===== config.mk =====
export PLATFORM = sky130hd
export DESIGN_NAME = css_tokenizer_unit_flat
export DESIGN_NICKNAME = d
export VERILOG_FILES = /design/src/rtl/csstok_pkg.sv /design/src/rtl/csstok_if.sv /design/src/rtl/csstok_datapath.sv /design/src/rtl/csstok_ctrl.sv /design/src/rtl/css_tokenizer_unit.sv /design/src/flat_wrapper.sv
export SDC_FILE = /design/constraint.sdc
export NUM_CORES = 1
export LEC_CHECK = 0
export ABC_AREA = 1
export BUFFER_PORTS_ARGS = -buffer_cell sky130_fd_sc_hd__buf_4
export CAP_MARGIN = 10
export CORE_MARGIN = 2
export CORE_UTILIZATION = 45
export CTS_CLUSTER_DIAMETER = 60
export DETAILED_ROUTE_END_ITERATION = 8
export SYNTH_ARGS = -nofsm -noshare
export SYNTH_HDL_FRONTEND = slang
export SYNTH_SLANG_ARGS = --single-unit

===== constraint.sdc =====
create_clock -name clk_i -period 6.1 [get_ports clk_i]
set_input_delay 0.305 -clock clk_i [delete_from_list [all_inputs] [get_ports clk_i]]
set_output_delay 0.305 -clock clk_i [all_outputs]
set_load 0.02 [all_outputs]

===== src/rtl/csstok_pkg.sv =====
// csstok_pkg: shared types, constants and helper functions of the CSS tokenizer.
// No dependencies.
`default_nettype none
package csstok_pkg;

  typedef enum logic [11:0] {
    M_IDLE    = 12'b000000000001,
    M_SLASH   = 12'b000000000010,
    M_COMMENT = 12'b000000000100,
    M_CSTAR   = 12'b000000001000,
    M_AT      = 12'b000000010000,
    M_HASH    = 12'b000000100000,
    M_BANG    = 12'b000001000000,
    M_DOT     = 12'b000010000000,
    M_NUM     = 12'b000100000000,
    M_UNIT    = 12'b001000000000,
    M_IDENT   = 12'b010000000000,
    M_STRING  = 12'b100000000000
  } mode_e;

  localparam logic [4:0] T_NONE      = 5'd0;   // text and unit records
  localparam logic [4:0] T_EOF       = 5'd0;
  localparam logic [4:0] T_COLON     = 5'd1;
  localparam logic [4:0] T_SEMICOLON = 5'd2;
  localparam logic [4:0] T_LBRACE    = 5'd3;
  localparam logic [4:0] T_RBRACE    = 5'd4;
  localparam logic [4:0] T_LPAREN    = 5'd5;
  localparam logic [4:0] T_RPAREN    = 5'd6;
  localparam logic [4:0] T_LBRACKET  = 5'd7;
  localparam logic [4:0] T_RBRACKET  = 5'd8;
  localparam logic [4:0] T_COMMA     = 5'd9;
  localparam logic [4:0] T_AT        = 5'd10;
  localparam logic [4:0] T_IMPORTANT = 5'd11;
  localparam logic [4:0] T_DELIM     = 5'd12;
  localparam logic [4:0] T_HASH      = 5'd13;
  localparam logic [4:0] T_PERCENT   = 5'd14;
  localparam logic [4:0] T_DIMENSION = 5'd15;
  localparam logic [4:0] T_NUMBER    = 5'd16;
  localparam logic [4:0] T_FUNCTION  = 5'd17;
  localparam logic [4:0] T_IDENT     = 5'd18;
  localparam logic [4:0] T_STRING    = 5'd19;

  localparam logic [1:0] K_TEXT = 2'd0;
  localparam logic [1:0] K_UNIT = 2'd1;
  localparam logic [1:0] K_END  = 2'd2;

  localparam int unsigned KW_LEN = 9;

  typedef struct packed {
    logic [1:0]  record_kind;
    logic [4:0]  token_type;
    logic [7:0]  char_out;
    logic [15:0] int_part;
    logic [13:0] frac_value;
    logic [2:0]  frac_digits;
    logic        last_result;
  } rec_t;

  // datapath commands from the controller
  typedef struct packed {
    logic       num_clear;
    logic       num_frac;     // start number in fraction
    logic       set_frac;     // '.' inside number
    logic       add_digit;
    logic [3:0] digit;
    logic       match_wr;
    logic [3:0] match_idx;
    logic [7:0] match_byte;
  } dp_cmd_t;

  typedef struct packed {
    logic        in_fraction;
    logic [15:0] int_accum;
    logic [13:0] frac_accum;
    logic [2:0]  frac_count;
  } dp_sts_t;

  function automatic logic [7:0] keyword_char(input logic [3:0] i);
    case (i)
      4'd0: keyword_char = "i";
      4'd1: keyword_char = "m";
      4'd2: keyword_char = "p";
      4'd3: keyword_char = "o";
      4'd4: keyword_char = "r";
      4'd5: keyword_char = "t";
      4'd6: keyword_char = "a";
      4'd7: keyword_char = "n";
      4'd8: keyword_char = "t";
      default: keyword_char = 8'd0;
    endcase
  endfunction

  function automatic logic is_ws(input logic [7:0] c);
    is_ws = c == 8'h20 || c == 8'h09 || c == 8'h0A || c == 8'h0D || c == 8'h0C;
  endfunction
  function automatic logic is_digit(input logic [7:0] c);
    is_digit = c inside {["0":"9"]};
  endfunction
  function automatic logic is_istart(input logic [7:0] c);
    is_istart = c inside {["a":"z"], ["A":"Z"], "_", "-"};
  endfunction
  function automatic logic is_ichar(input logic [7:0] c);
    is_ichar = is_istart(c) || is_digit(c);
  endfunction

endpackage
`default_nettype wire


===== src/rtl/csstok_if.sv =====
// csstok_in_if / csstok_out_if: valid-ready channels.
// Depends on csstok_pkg.
`default_nettype none
interface csstok_in_if;
  logic       valid;
  logic       ready;
  logic       req_type;
  logic [7:0] text_byte;
  modport source (output valid, req_type, text_byte, input ready);
  modport sink   (input valid, req_type, text_byte, output ready);
endinterface

interface csstok_out_if;
  logic              valid;
  logic              ready;
  csstok_pkg::rec_t  rec;
  modport source (output valid, rec, input ready);
  modport sink   (input valid, rec, output ready);
endinterface
`default_nettype wire


===== src/rtl/csstok_datapath.sv =====
// csstok_datapath: number accumulators and the !important match buffer.
// Depends on csstok_pkg.
`default_nettype none
module csstok_datapath (
  input  wire logic                clk_i,
  input  wire logic                rst_ni,
  input  wire csstok_pkg::dp_cmd_t cmd_i,
  input  wire logic [3:0]          rd_idx_i,
  output logic [7:0]               rd_byte_o,
  output csstok_pkg::dp_sts_t      sts_o
);
  logic [15:0] int_q, int_d;
  logic [13:0] frac_q, frac_d;
  logic [2:0]  fcnt_q, fcnt_d;
  logic        infr_q, infr_d;
  logic [7:0]  mbuf_q [csstok_pkg::KW_LEN];
  logic [7:0]  rd_q;
  logic [19:0] int_x;
  logic        fr;

  always_comb begin
    int_d  = int_q;
    frac_d = frac_q;
    fcnt_d = fcnt_q;
    infr_d = infr_q;
    if (cmd_i.num_clear) begin
      int_d = '0; frac_d = '0; fcnt_d = '0; infr_d = cmd_i.num_frac;
    end
    if (cmd_i.set_frac) infr_d = 1'b1;
    fr = cmd_i.num_clear ? cmd_i.num_frac : infr_q;
    int_x = {4'd0, int_d} * 20'd10 + {16'd0, cmd_i.digit};
    if (cmd_i.add_digit) begin
      if (fr) begin
        if (fcnt_d < 3'd4) begin
          frac_d = 14'(frac_d * 14'd10 + {10'd0, cmd_i.digit});
          fcnt_d = fcnt_d + 3'd1;
        end
      end else begin
        int_d = (int_x > 20'd65535) ? 16'hFFFF : int_x[15:0];
      end
    end
  end

  always_ff @(posedge clk_i or negedge rst_ni) begin
    if (!rst_ni) begin
      int_q <= '0; frac_q <= '0; fcnt_q <= '0; infr_q <= 1'b0;
    end else begin
      int_q <= int_d; frac_q <= frac_d; fcnt_q <= fcnt_d; infr_q <= infr_d;
    end
  end

  // registered read: rd_idx_i is the address wanted in the next cycle
  always_ff @(posedge clk_i) begin
    if (cmd_i.match_wr) mbuf_q[cmd_i.match_idx] <= cmd_i.match_byte;
    rd_q <= mbuf_q[rd_idx_i];
  end

  assign rd_byte_o = rd_q;
  assign sts_o = '{in_fraction: infr_q, int_accum: int_q,
                   frac_accum: frac_q, frac_count: fcnt_q};
endmodule
`default_nettype wire


===== src/rtl/csstok_ctrl.sv =====
// csstok_ctrl: scan mode state machine; at most one record per unstalled cycle.
// Depends on csstok_pkg and csstok_if.
`default_nettype none
module csstok_ctrl #(
  parameter int unsigned TEXT_MAX = 64,
  parameter int unsigned UNIT_MAX = 16
) (
  input  wire logic                clk_i,
  input  wire logic                rst_ni,
  csstok_in_if.sink                in_if,
  csstok_out_if.source             out_if,
  output csstok_pkg::dp_cmd_t      cmd_o,
  output logic [3:0]               rd_idx_o,
  input  wire logic [7:0]          rd_byte_i,
  input  wire csstok_pkg::dp_sts_t sts_i
);
  localparam int unsigned TW = $clog2(TEXT_MAX);
  localparam int unsigned UW = $clog2(UNIT_MAX);

  // A held item is worked on step by step; each cycle yields at most
  // one record. hold_q means an item waits; its next step runs when the
  // output register is free.
  csstok_pkg::mode_e mode_q, mode_d;
  logic [TW-1:0] tcnt_q, tcnt_d;
  logic [UW-1:0] ucnt_q, ucnt_d;
  logic [3:0]    mcnt_q, mcnt_d;
  logic          dq_q, dq_d;
  logic          hold_q, hold_d;
  logic          heot_q, heot_d;
  logic [7:0]    hb_q, hb_d;
  // replay: sending matched letters, then optional ident end (at eof)
  logic          rep_q, rep_d;
  logic [3:0]    rpos_q, rpos_d;
  logic          post_q, post_d;     // eof pass: pending token closed, eof next
  logic          ovalid_q, ovalid_d;
  csstok_pkg::rec_t orec_q, orec_d;
  // pending slot: holds a record until it is known whether it is the last
  logic          pend_q, pend_d;
  csstok_pkg::rec_t prec_q, prec_d;

  logic          go, emit, done, slot_free;
  csstok_pkg::rec_t rec;
  logic [7:0]    b, lc;

  assign in_if.ready   = !hold_q;
  assign out_if.valid  = ovalid_q;
  assign out_if.rec    = orec_q;
  assign slot_free = !ovalid_q || out_if.ready;
  assign go = hold_q && slot_free;
  assign b  = hb_q;
  assign rd_idx_o = rpos_d;

  function automatic csstok_pkg::rec_t mk(input logic [1:0] k, input logic [4:0] t,
                                          input logic [7:0] c);
    csstok_pkg::rec_t r;
    r = '0;
    r.record_kind = k; r.token_type = t; r.char_out = c;
    return r;
  endfunction

  always_comb begin
    csstok_pkg::rec_t nr;
    mode_d = mode_q; tcnt_d = tcnt_q; ucnt_d = ucnt_q; mcnt_d = mcnt_q;
    dq_d = dq_q; hold_d = hold_q; heot_d = heot_q; hb_d = hb_q;
    rep_d = rep_q; rpos_d = rpos_q; post_d = post_q;
    cmd_o = '0;
    emit = 1'b0; done = 1'b0; rec = '0;
    nr = '0;
    nr.record_kind = csstok_pkg::K_END;
    nr.int_part = sts_i.int_accum; nr.frac_value = sts_i.frac_accum;
    nr.frac_digits = sts_i.frac_count;
    lc = (b inside {["A":"Z"]}) ? b + 8'd32 : b;
    if (in_if.valid && in_if.ready) begin
      hold_d = 1'b1; heot_d = in_if.req_type; hb_d = in_if.text_byte;
    end
    if (go) begin
      if (rep_q) begin
        // replay one matched letter as ident text
        if (rpos_q < mcnt_q) begin
          if ({{(8-TW){1'b0}}, tcnt_q} < 8'(TEXT_MAX - 1)) begin
            emit = 1'b1; rec = mk(csstok_pkg::K_TEXT, csstok_pkg::T_NONE, rd_byte_i);
            tcnt_d = tcnt_q + 1'b1;
          end
          rpos_d = rpos_q + 4'd1;
        end else begin
          rep_d = 1'b0; mcnt_d = '0;
          if (heot_q) begin
            emit = 1'b1; rec = mk(csstok_pkg::K_END, csstok_pkg::T_IDENT, 8'd0);
            mode_d = csstok_pkg::M_IDLE; post_d = 1'b1;
          end
        end
      end else if (heot_q) begin
        if (post_q) begin
          emit = 1'b1; rec = mk(csstok_pkg::K_END, csstok_pkg::T_EOF, 8'd0);
          done = 1'b1;
          mode_d = csstok_pkg::M_IDLE; tcnt_d = '0; ucnt_d = '0; mcnt_d = '0;
          dq_d = 1'b0; post_d = 1'b0; cmd_o.num_clear = 1'b1;
        end else begin
          post_d = 1'b1; emit = 1'b1; mode_d = csstok_pkg::M_IDLE;
          case (mode_q)
            csstok_pkg::M_SLASH: rec = mk(csstok_pkg::K_END, csstok_pkg::T_DELIM, "/");
            csstok_pkg::M_AT:    rec = mk(csstok_pkg::K_END, csstok_pkg::T_AT, 8'd0);
            csstok_pkg::M_HASH:  rec = mk(csstok_pkg::K_END, csstok_pkg::T_HASH, 8'd0);
            csstok_pkg::M_IDENT: rec = mk(csstok_pkg::K_END, csstok_pkg::T_IDENT, 8'd0);
            csstok_pkg::M_STRING: rec = mk(csstok_pkg::K_END, csstok_pkg::T_STRING, 8'd0);
            csstok_pkg::M_DOT:   rec = mk(csstok_pkg::K_END, csstok_pkg::T_DELIM, ".");
            csstok_pkg::M_NUM: begin
              rec = nr; rec.token_type = csstok_pkg::T_NUMBER;
            end
            csstok_pkg::M_UNIT: begin
              rec = nr; rec.token_type = csstok_pkg::T_DIMENSION;
            end
            csstok_pkg::M_BANG: begin
              rec = mk(csstok_pkg::K_END, csstok_pkg::T_DELIM, "!");
              if (mcnt_q != 4'd0) begin
                post_d = 1'b0; rep_d = 1'b1; rpos_d = '0; tcnt_d = '0;
                mode_d = csstok_pkg::M_IDENT;
              end
            end
            default: begin
              emit = 1'b0;
            end
          endcase
        end
      end else begin
        done = 1'b1;
        case (mode_q)
          csstok_pkg::M_SLASH: begin
            if (b == "*") mode_d = csstok_pkg::M_COMMENT;
            else begin
              emit = 1'b1; rec = mk(csstok_pkg::K_END, csstok_pkg::T_DELIM, "/");
              mode_d = csstok_pkg::M_IDLE; done = 1'b0;
            end
          end
          csstok_pkg::M_COMMENT: if (b == "*") mode_d = csstok_pkg::M_CSTAR;
          csstok_pkg::M_CSTAR: begin
            if (b == "/") mode_d = csstok_pkg::M_IDLE;
            else if (b != "*") mode_d = csstok_pkg::M_COMMENT;
          end
          csstok_pkg::M_AT, csstok_pkg::M_HASH, csstok_pkg::M_IDENT: begin
            if (csstok_pkg::is_ichar(b)) begin
              if ({{(8-TW){1'b0}}, tcnt_q} < 8'(TEXT_MAX - 1)) begin
                emit = 1'b1; rec = mk(csstok_pkg::K_TEXT, csstok_pkg::T_NONE, b);
                tcnt_d = tcnt_q + 1'b1;
              end
            end else if (mode_q == csstok_pkg::M_IDENT && b == "(") begin
              emit = 1'b1; rec = mk(csstok_pkg::K_END, csstok_pkg::T_FUNCTION, 8'd0);
              mode_d = csstok_pkg::M_IDLE;
            end else begin
              emit = 1'b1; done = 1'b0; mode_d = csstok_pkg::M_IDLE;
              rec = mk(csstok_pkg::K_END,
                       mode_q == csstok_pkg::M_AT ? csstok_pkg::T_AT :
                       (mode_q == csstok_pkg::M_HASH ? csstok_pkg::T_HASH :
                        csstok_pkg::T_IDENT), 8'd0);
            end
          end
          csstok_pkg::M_BANG: begin
            if (mcnt_q == 4'd0 && csstok_pkg::is_ws(b)) begin
            end else if (mcnt_q < 4'(csstok_pkg::KW_LEN) &&
                         lc == csstok_pkg::keyword_char(mcnt_q)) begin
              cmd_o.match_wr = 1'b1; cmd_o.match_idx = mcnt_q; cmd_o.match_byte = b;
              if (mcnt_q == 4'(csstok_pkg::KW_LEN - 1)) begin
                emit = 1'b1;
                rec = mk(csstok_pkg::K_END, csstok_pkg::T_IMPORTANT, 8'd0);
                mode_d = csstok_pkg::M_IDLE; mcnt_d = '0;
              end else mcnt_d = mcnt_q + 4'd1;
            end else begin
              emit = 1'b1; done = 1'b0;
              rec = mk(csstok_pkg::K_END, csstok_pkg::T_DELIM, "!");
              if (mcnt_q != 4'd0) begin
                rep_d = 1'b1; rpos_d = '0; tcnt_d = '0; mode_d = csstok_pkg::M_IDENT;
              end else mode_d = csstok_pkg::M_IDLE;
            end
          end
          csstok_pkg::M_DOT: begin
            if (csstok_pkg::is_digit(b)) begin
              mode_d = csstok_pkg::M_NUM; cmd_o.num_clear = 1'b1; cmd_o.num_frac = 1'b1;
              cmd_o.add_digit = 1'b1; cmd_o.digit = b[3:0];
            end else begin
              emit = 1'b1; done = 1'b0;
              rec = mk(csstok_pkg::K_END, csstok_pkg::T_DELIM, ".");
              mode_d = csstok_pkg::M_IDLE;
            end
          end
          csstok_pkg::M_NUM: begin
            if (csstok_pkg::is_digit(b)) begin
              cmd_o.add_digit = 1'b1; cmd_o.digit = b[3:0];
            end else if (b == "." && !sts_i.in_fraction) cmd_o.set_frac = 1'b1;
            else if (b == "%") begin
              emit = 1'b1; rec = nr; rec.token_type = csstok_pkg::T_PERCENT;
              mode_d = csstok_pkg::M_IDLE;
            end else if (csstok_pkg::is_istart(b)) begin
              mode_d = csstok_pkg::M_UNIT; ucnt_d = '0;
              if (UNIT_MAX > 1) begin
                emit = 1'b1; rec = mk(csstok_pkg::K_UNIT, csstok_pkg::T_NONE, b);
                ucnt_d = UW'(1);
              end
            end else begin
              emit = 1'b1; done = 1'b0; rec = nr; rec.token_type = csstok_pkg::T_NUMBER;
              mode_d = csstok_pkg::M_IDLE;
            end
          end
          csstok_pkg::M_UNIT: begin
            if (csstok_pkg::is_ichar(b)) begin
              if ({{(8-UW){1'b0}}, ucnt_q} < 8'(UNIT_MAX - 1)) begin
                emit = 1'b1; rec = mk(csstok_pkg::K_UNIT, csstok_pkg::T_NONE, b);
                ucnt_d = ucnt_q + 1'b1;
              end
            end else begin
              emit = 1'b1; done = 1'b0; rec = nr; rec.token_type = csstok_pkg::T_DIMENSION;
              mode_d = csstok_pkg::M_IDLE;
            end
          end
          csstok_pkg::M_STRING: begin
            if (b == (dq_q ? 8'h22 : 8'h27)) begin
              emit = 1'b1; rec = mk(csstok_pkg::K_END, csstok_pkg::T_STRING, 8'd0);
              mode_d = csstok_pkg::M_IDLE;
            end else if ({{(8-TW){1'b0}}, tcnt_q} < 8'(TEXT_MAX - 1)) begin
              emit = 1'b1; rec = mk(csstok_pkg::K_TEXT, csstok_pkg::T_NONE, b);
              tcnt_d = tcnt_q + 1'b1;
            end
          end
          default: begin
            mode_d = csstok_pkg::M_IDLE;
            if (csstok_pkg::is_ws(b)) begin
            end else if (b inside {":", ";", "{", "}", "(", ")", "[", "]", ","}) begin
              emit = 1'b1;
              case (b)
                ":": rec = mk(csstok_pkg::K_END, csstok_pkg::T_COLON, 8'd0);
                ";": rec = mk(csstok_pkg::K_END, csstok_pkg::T_SEMICOLON, 8'd0);
                "{": rec = mk(csstok_pkg::K_END, csstok_pkg::T_LBRACE, 8'd0);
                "}": rec = mk(csstok_pkg::K_END, csstok_pkg::T_RBRACE, 8'd0);
                "(": rec = mk(csstok_pkg::K_END, csstok_pkg::T_LPAREN, 8'd0);
                ")": rec = mk(csstok_pkg::K_END, csstok_pkg::T_RPAREN, 8'd0);
                "[": rec = mk(csstok_pkg::K_END, csstok_pkg::T_LBRACKET, 8'd0);
                "]": rec = mk(csstok_pkg::K_END, csstok_pkg::T_RBRACKET, 8'd0);
                default: rec = mk(csstok_pkg::K_END, csstok_pkg::T_COMMA, 8'd0);
              endcase
            end else begin
              tcnt_d = '0;
              if (b == "/") mode_d = csstok_pkg::M_SLASH;
              else if (b == "@") mode_d = csstok_pkg::M_AT;
              else if (b == "#") mode_d = csstok_pkg::M_HASH;
              else if (b == "!") begin
                mode_d = csstok_pkg::M_BANG; mcnt_d = '0;
              end else if (b == ".") mode_d = csstok_pkg::M_DOT;
              else if (csstok_pkg::is_digit(b)) begin
                mode_d = csstok_pkg::M_NUM; cmd_o.num_clear = 1'b1;
                cmd_o.add_digit = 1'b1; cmd_o.digit = b[3:0];
              end else if (csstok_pkg::is_istart(b)) begin
                mode_d = csstok_pkg::M_IDENT;
                emit = 1'b1; rec = mk(csstok_pkg::K_TEXT, csstok_pkg::T_NONE, b);
                tcnt_d = TW'(1);
              end else if (b == 8'h22 || b == 8'h27) begin
                mode_d = csstok_pkg::M_STRING; dq_d = (b == 8'h22);
              end else begin
                emit = 1'b1; rec = mk(csstok_pkg::K_END, csstok_pkg::T_DELIM, b);
              end
            end
          end
        endcase
      end
      if (done) hold_d = 1'b0;
    end
  end

  // Output side. A new record pushes the pending one out; when the item
  // finishes, the record in hand is flagged last. Two records at once: the
  // pending one leaves now and the final one waits, already flagged.
  always_comb begin
    ovalid_d = ovalid_q && !out_if.ready;
    orec_d = orec_q; pend_d = pend_q; prec_d = prec_q;
    if (go) begin
      if (emit) begin
        if (pend_q) begin
          ovalid_d = 1'b1; orec_d = prec_q;
        end
        if (done && !pend_q) begin
          ovalid_d = 1'b1; orec_d = rec; orec_d.last_result = 1'b1; pend_d = 1'b0;
        end else begin
          pend_d = 1'b1; prec_d = rec; prec_d.last_result = done;
        end
      end else if (done && pend_q) begin
        ovalid_d = 1'b1; orec_d = prec_q; orec_d.last_result = 1'b1; pend_d = 1'b0;
      end
    end else if (pend_q && prec_q.last_result && slot_free) begin
      ovalid_d = 1'b1; orec_d = prec_q; pend_d = 1'b0;
    end
  end

  always_ff @(posedge clk_i or negedge rst_ni) begin
    if (!rst_ni) begin
      mode_q <= csstok_pkg::M_IDLE; tcnt_q <= '0; ucnt_q <= '0; mcnt_q <= '0;
      dq_q <= 1'b0; hold_q <= 1'b0; heot_q <= 1'b0; rep_q <= 1'b0; rpos_q <= '0;
      post_q <= 1'b0; ovalid_q <= 1'b0; pend_q <= 1'b0; hb_q <= '0;
      orec_q <= '0; prec_q <= '0;
    end else begin
      mode_q <= mode_d; tcnt_q <= tcnt_d; ucnt_q <= ucnt_d; mcnt_q <= mcnt_d;
      dq_q <= dq_d; hold_q <= hold_d; heot_q <= heot_d; rep_q <= rep_d;
      rpos_q <= rpos_d; post_q <= post_d; hb_q <= hb_d;
      ovalid_q <= ovalid_d; orec_q <= orec_d; pend_q <= pend_d; prec_q <= prec_d;
    end
  end
endmodule
`default_nettype wire


===== src/rtl/css_tokenizer_unit.sv =====
// css_tokenizer_unit: top level of the streaming CSS tokenizer.
// Depends on csstok_pkg, csstok_if, csstok_ctrl and csstok_datapath.
//
//  channel | dir | fields                           | accepted when
//  in_if   | in  | req_type, text_byte              | valid && ready
//  out_if  | out | rec (record_kind .. last_result) | valid && ready
//
// A word is accepted, then worked off one step per cycle: one for its byte,
// one for each byte looked at again after it closes a token, one per replayed
// letter and one to leave a !important replay; an end word takes a close step
// and an eof step. Ready is low while a word is held.
// A record waits in a pending slot until the next record or the end of its
// word, so that the last one can be flagged; output stalls freeze the steps.
// Reset clears all control state; the match buffer is never cleared.
`default_nettype none
module css_tokenizer_unit #(
  parameter int unsigned TEXT_MAX = 64,
  parameter int unsigned UNIT_MAX = 16
) (
  input  wire logic    clk_i,
  input  wire logic    rst_ni,
  csstok_in_if.sink    in_if,
  csstok_out_if.source out_if
);
  csstok_pkg::dp_cmd_t cmd;
  csstok_pkg::dp_sts_t sts;
  logic [3:0] rd_idx;
  logic [7:0] rd_byte;

  csstok_ctrl #(.TEXT_MAX(TEXT_MAX), .UNIT_MAX(UNIT_MAX)) u_ctrl (
    .clk_i, .rst_ni, .in_if, .out_if,
    .cmd_o(cmd), .rd_idx_o(rd_idx), .rd_byte_i(rd_byte), .sts_i(sts)
  );

  csstok_datapath u_dp (
    .clk_i, .rst_ni, .cmd_i(cmd), .rd_idx_i(rd_idx), .rd_byte_o(rd_byte), .sts_o(sts)
  );
endmodule
`default_nettype wire

===== src/flat_wrapper.sv =====
// flat-port wrapper written by rule: the top's interface ports become plain ports
module css_tokenizer_unit_flat 
#(
  parameter int unsigned TEXT_MAX = 64,
  parameter int unsigned UNIT_MAX = 16
)
  (clk_i, rst_ni, in_if_valid, in_if_req_type, in_if_text_byte, in_if_ready, out_if_valid, out_if_rec, out_if_ready);
  csstok_in_if in_if_i ();
  csstok_out_if out_if_i ();
  input  wire logic clk_i;
  input  wire logic rst_ni;
  input wire logic [$bits(in_if_i.valid)-1:0] in_if_valid;
  input wire logic [$bits(in_if_i.req_type)-1:0] in_if_req_type;
  input wire logic [$bits(in_if_i.text_byte)-1:0] in_if_text_byte;
  output wire logic [$bits(in_if_i.ready)-1:0] in_if_ready;
  output wire logic [$bits(out_if_i.valid)-1:0] out_if_valid;
  output wire logic [$bits(out_if_i.rec)-1:0] out_if_rec;
  input wire logic [$bits(out_if_i.ready)-1:0] out_if_ready;
  assign in_if_i.valid = in_if_valid;
  assign in_if_i.req_type = in_if_req_type;
  assign in_if_i.text_byte = in_if_text_byte;
  assign in_if_ready = in_if_i.ready;
  assign out_if_valid = out_if_i.valid;
  assign out_if_rec = out_if_i.rec;
  assign out_if_i.ready = out_if_ready;
  css_tokenizer_unit #(.TEXT_MAX(TEXT_MAX), .UNIT_MAX(UNIT_MAX)) u_core (.clk_i(clk_i), .rst_ni(rst_ni), .in_if(in_if_i), .out_if(out_if_i));
endmodule

==> flow_metrics.env <==
export IMPL_place_hpwl_mm=39.7
export IMPL_ant_nets=0
export IMPL_routed_wl_mm=53.4
export IMPL_min_from="in_if_text_byte[5]"
export IMPL_syn_to_final_growth_pct=12.7
export IMPL_critPathSlowestCell="dfrtp_1"
export IMPL_slew_headroom=0.275
export IMPL_vias=16100
export IMPL_synth_ff_type="dfrtp_1"
export IMPL_outcome="completed"
export IMPL_track_usage=0.276
export IMPL_cts_buffers=35
export IMPL_max_vdd_ir_drop_v=0.000259
export IMPL_max_cap_viol_count=0
export IMPL_grt_overflow=0
export IMPL_switchingPower_uw=4290
export IMPL_cpLargestDelayFamily="simple AND/OR/NAND/NOR gates"
export IMPL_p_int_uw=4510
export IMPL_grt_pass1_vias=15100
export IMPL_fp_dieH_um=198
export IMPL_synth_seq_cells=257
export IMPL_place_port_buffers=63
export IMPL_first_pass_iters=7
export IMPL_boundaryPins=64
export IMPL_setup_violations_final=0
export IMPL_critPathMostFrequentCell="nand2_1"
export IMPL_ctsHtreeMaxLevel=2
export IMPL_yosys_area_top_type_share=0.259
export IMPL_drv_slew=0
export IMPL_min_path_type="in2reg"
export IMPL_insertion_delay_ps=550
export IMPL_holdPathEnd="u_core.u_ctrl.b[5]$_DFFE_PN0P_"
export IMPL_r2r_end="u_core.u_dp.int_q[9]$_DFF_PN0_"
export IMPL_synth_edf_count=72
export IMPL_die_x_um=198
export IMPL_reg2reg_depth=34
export IMPL_core_um2=37400
export IMPL_ff2ff_setup_slack_ps=600
export IMPL_routedWlPerCell_um=17.7
export IMPL_slowest_delay_ps=480
export IMPL_finClkSkew_ps=20.2
export IMPL_n_antenna_cell=0
export IMPL_power_frac_seq=0.264
export IMPL_synth_seq_area_share=0.397
export IMPL_start_util=0.455
export IMPL_fin_crit_sh=0.901
export IMPL_avgSynthCellArea_um2=7.02
export IMPL_gp_congestion=0.954
export IMPL_cp_required_ps=6540
export IMPL_path_max_fanout=23
export IMPL_via_per_inst=5.33
export IMPL_remaining_drc_errors=0
export IMPL_power_density_nw_per_um2=459
export IMPL_end_kind="flop"
export IMPL_swShare=0.488
export IMPL_path_class="reg2reg"
export IMPL_min_path_cells=3
export IMPL_p_comb_frac=0.509
export IMPL_max_clock_path_buffers=3
export IMPL_synthCells=2421
export IMPL_clkSinkCount=257
export IMPL_dp_worst_setup_slack_ps=646
export IMPL_ys_warn_count=0
export IMPL_grt_max_degree=71
export IMPL_r2r_start="u_core.u_ctrl.b[0]$_DFFE_PN0P_"
export IMPL_fmax_mhz=182
export IMPL_die_area_um2=39400
export IMPL_synth_top_area_cell="dfrtp_1"
export IMPL_critical_path_buf_inv_count=7
export IMPL_antenna_found_initial=1
export IMPL_arrival_ps=5930
export IMPL_start_kind="flop"
export IMPL_p_leak_uw=0.00972
export IMPL_drt_iter0_drc=1389
export IMPL_drive_gt1_frac=0.0974
export IMPL_hold_viol_final=0
export IMPL_cts_tree="yes"
export IMPL_clkTransAtPathRegs_ps=60
export IMPL_rows=71
export IMPL_yosys_top_cells_area="dfrtp_1, nand2_1, edfxtp_1, nand3_1, ha_1"
export IMPL_syn_area_um2=17000
export IMPL_clock_root_buffer="clkbuf_16"
export IMPL_fin_ws_ps=602
export IMPL_tightest_slew_ps=1080
export IMPL_yosysUniqueCellTypes=59
export IMPL_min_period_ps=5500
export IMPL_power_frac_clock=0.227
export IMPL_fin_total_pwr_uw=8800
export IMPL_synthArstFlopShare=0.689
export IMPL_grt_pass1_wl_mm=84.6
export IMPL_nets=2559
## area by class of cell
cell class / count / area (um^2)
timing repair buffer: 99 / 779
sequential: 257 / 6750
clock buffer: 51 / 976
clock inverter: 13 / 168
tap: 511 / 639
fill: 3804 / 18200
inverter: 232 / 881
multi-input combinational: 1853 / 8970
## flip-flops by register name, summed over array words and instances, names as in the netlist
name,flops
u_core.u_dp.fcnt_q,3
u_core.u_ctrl.out_if.valid,1
u_core.u_ctrl.ucnt_q,4
u_core.u_ctrl.mode_q,12
u_core.u_ctrl.out_if.rec,49
u_core.u_dp.int_q,16
u_core.u_ctrl.mcnt_q,4
u_core.u_ctrl.heot_q,1
u_core.u_ctrl.dq_q,1
u_core.u_ctrl.post_q,1
u_core.u_dp.rd_byte_o,8
u_core.u_ctrl.prec_q,49
u_core.u_ctrl.pend_q,1
u_core.u_ctrl.rpos_q,4
u_core.u_ctrl.rep_q,1
u_core.u_ctrl.hold_q,1
u_core.u_dp.infr_q,1
u_core.u_ctrl.b,8
u_core.u_dp.mbuf_q,72
u_core.u_ctrl.tcnt_q,6
u_core.u_dp.frac_q,14
## synth_stat cells (38+ instances only)
cell,number
inv_1,195
nor3_1,38
a21oi_1,93
ha_1,65
nand2_1,891
nand3_1,230
dfrtp_1,176
edfxtp_1,72
clkbuf_1,39
nor2_1,200
o21ai_0,122
## metal layers
metal / vias to the layer above / part of all wire / routed length [um] / global-route usage
met3: 89 / 0.055 / 2950 / 0.0387
li1: 7975 / - / - / -
met5: - / 0 / 0 / 0
met4: 0 / 0.029 / 1560 / 0.0866
met1: 7522 / 0.47 / 25100 / 0.391
met2: 489 / 0.45 / 23800 / 0.438
## how the worst max path moves through the flow
stage | from | end | slack (ps) | cells past startpoint
CTS | u_core.u_ctrl.b[3]$_DFFE_PN0P_ | u_core.u_dp.int_q[9]$_DFF_PN0_ | 610 | 33
global placement | u_core.u_ctrl.b[3]$_DFFE_PN0P_ | u_core.u_dp.int_q[5]$_DFF_PN0_ | 800 | 33
finish | u_core.u_ctrl.b[0]$_DFFE_PN0P_ | u_core.u_dp.int_q[9]$_DFF_PN0_ | 600 | 34
floorplan | u_core.u_ctrl.out_if.valid$_DFF_PN0_ | u_core.u_dp.int_q[4]$_DFF_PN0_ | 1210 | 33
global route | u_core.u_ctrl.b[0]$_DFFE_PN0P_ | u_core.u_dp.int_q[2]$_DFF_PN0_ | -1 | 34
detailed placement | u_core.u_ctrl.b[3]$_DFFE_PN0P_ | u_core.u_dp.int_q[13]$_DFF_PN0_ | 650 | 33
## cells by family after synthesis
logic type | count (synthesis) | share of synthesized area
flip-flops | 257 | 0.397
AND/OR/NAND/NOR | 1462 | 0.365
other | 1 | 0.000221
buffers and inverters | 319 | 0.0778
XOR/XNOR | 33 | 0.0170
adder cells (fa/ha/maj) | 68 | 0.0514
AO/OA/AOI/OAI | 281 | 0.0915
## power by group through the flow
stage,Combinational [uW],Clock (uW),Sequential (uW)
4_1_cts,4420,2050,2320
3_3_place_gp,4380,0,2340
6_report,4480,2000,2330
3_5_place_dp,4400,0,2350
2_1_floorplan,3170,0,2320
5_1_grt,4970,2120,2360
## cells in the final DEF, fill, tap and decap left out, types with 6 or more instances in the layout
| cell type | netlist | routed |
|---|---|---|
| nand2_1 | 891 | 891 |
| nand3_1 | 230 | 229 |
| nor2_1 | 200 | 200 |
| inv_1 | 195 | 195 |
| dfrtp_1 | 176 | 175 |
| o21ai_0 | 122 | 121 |
| a21oi_1 | 93 | 93 |
| buf_4 | 7 | 90 |
| edfxtp_1 | 72 | 72 |
| ha_1 | 65 | 65 |
| nor3_1 | 38 | 38 |
| clkbuf_16 | 0 | 35 |
| inv_2 | 29 | 29 |
| nand4_1 | 23 | 23 |
| xor2_1 | 22 | 22 |
| nand2_2 | 19 | 19 |
| clkbuf_1 | 39 | 12 |
| nor2_2 | 11 | 11 |
| xnor2_1 | 11 | 11 |
| o22ai_1 | 10 | 10 |
| o211ai_1 | 9 | 9 |
| nand3b_1 | 9 | 9 |
| conb_1 | 1 | 9 |
| o21ai_1 | 7 | 8 |
| or2_2 | 8 | 8 |
| o31ai_1 | 8 | 8 |
| dfxtp_1 | 8 | 8 |
| a211oi_1 | 7 | 7 |
| nor4_1 | 7 | 7 |
| dlygate4sd3_1 | 0 | 7 |
| nand3_2 | 5 | 6 |
| nor2_4 | 6 | 6 |
| nand2_4 | 6 | 6 |
## worst min-delay path, cell delays in order
cell and delay, ps:
buf_4 80, nor2_1 30, a21oi_1 110
## per-stage QoR
stage | instances | instance area (um^2) | utilization | TNS [ps] | hold slack [ps]
5_1_grt | 3016 | 19200 | 0.512 | -1.37 | 37.2
6_report | 3016 | 19200 | 0.512 | 0 | 26.7
2_1_floorplan | 2429 | 17000 | - | 0 | 9.41
3_3_place_gp | 2944 | 17900 | 0.479 | 0 | 352
4_1_cts | 3015 | 19100 | 0.512 | 0 | 0.323
3_5_place_dp | 2944 | 17900 | 0.479 | 0 | 349
## what timing repair did
item,in CTS,in global routing
gates resized for setup,0,1
hold endpoints to repair,74,0
buffers inserted,0,1
endpoints found under the setup margin,0,15
hold buffers,7,0
Power figures use the tool's default switching activity.
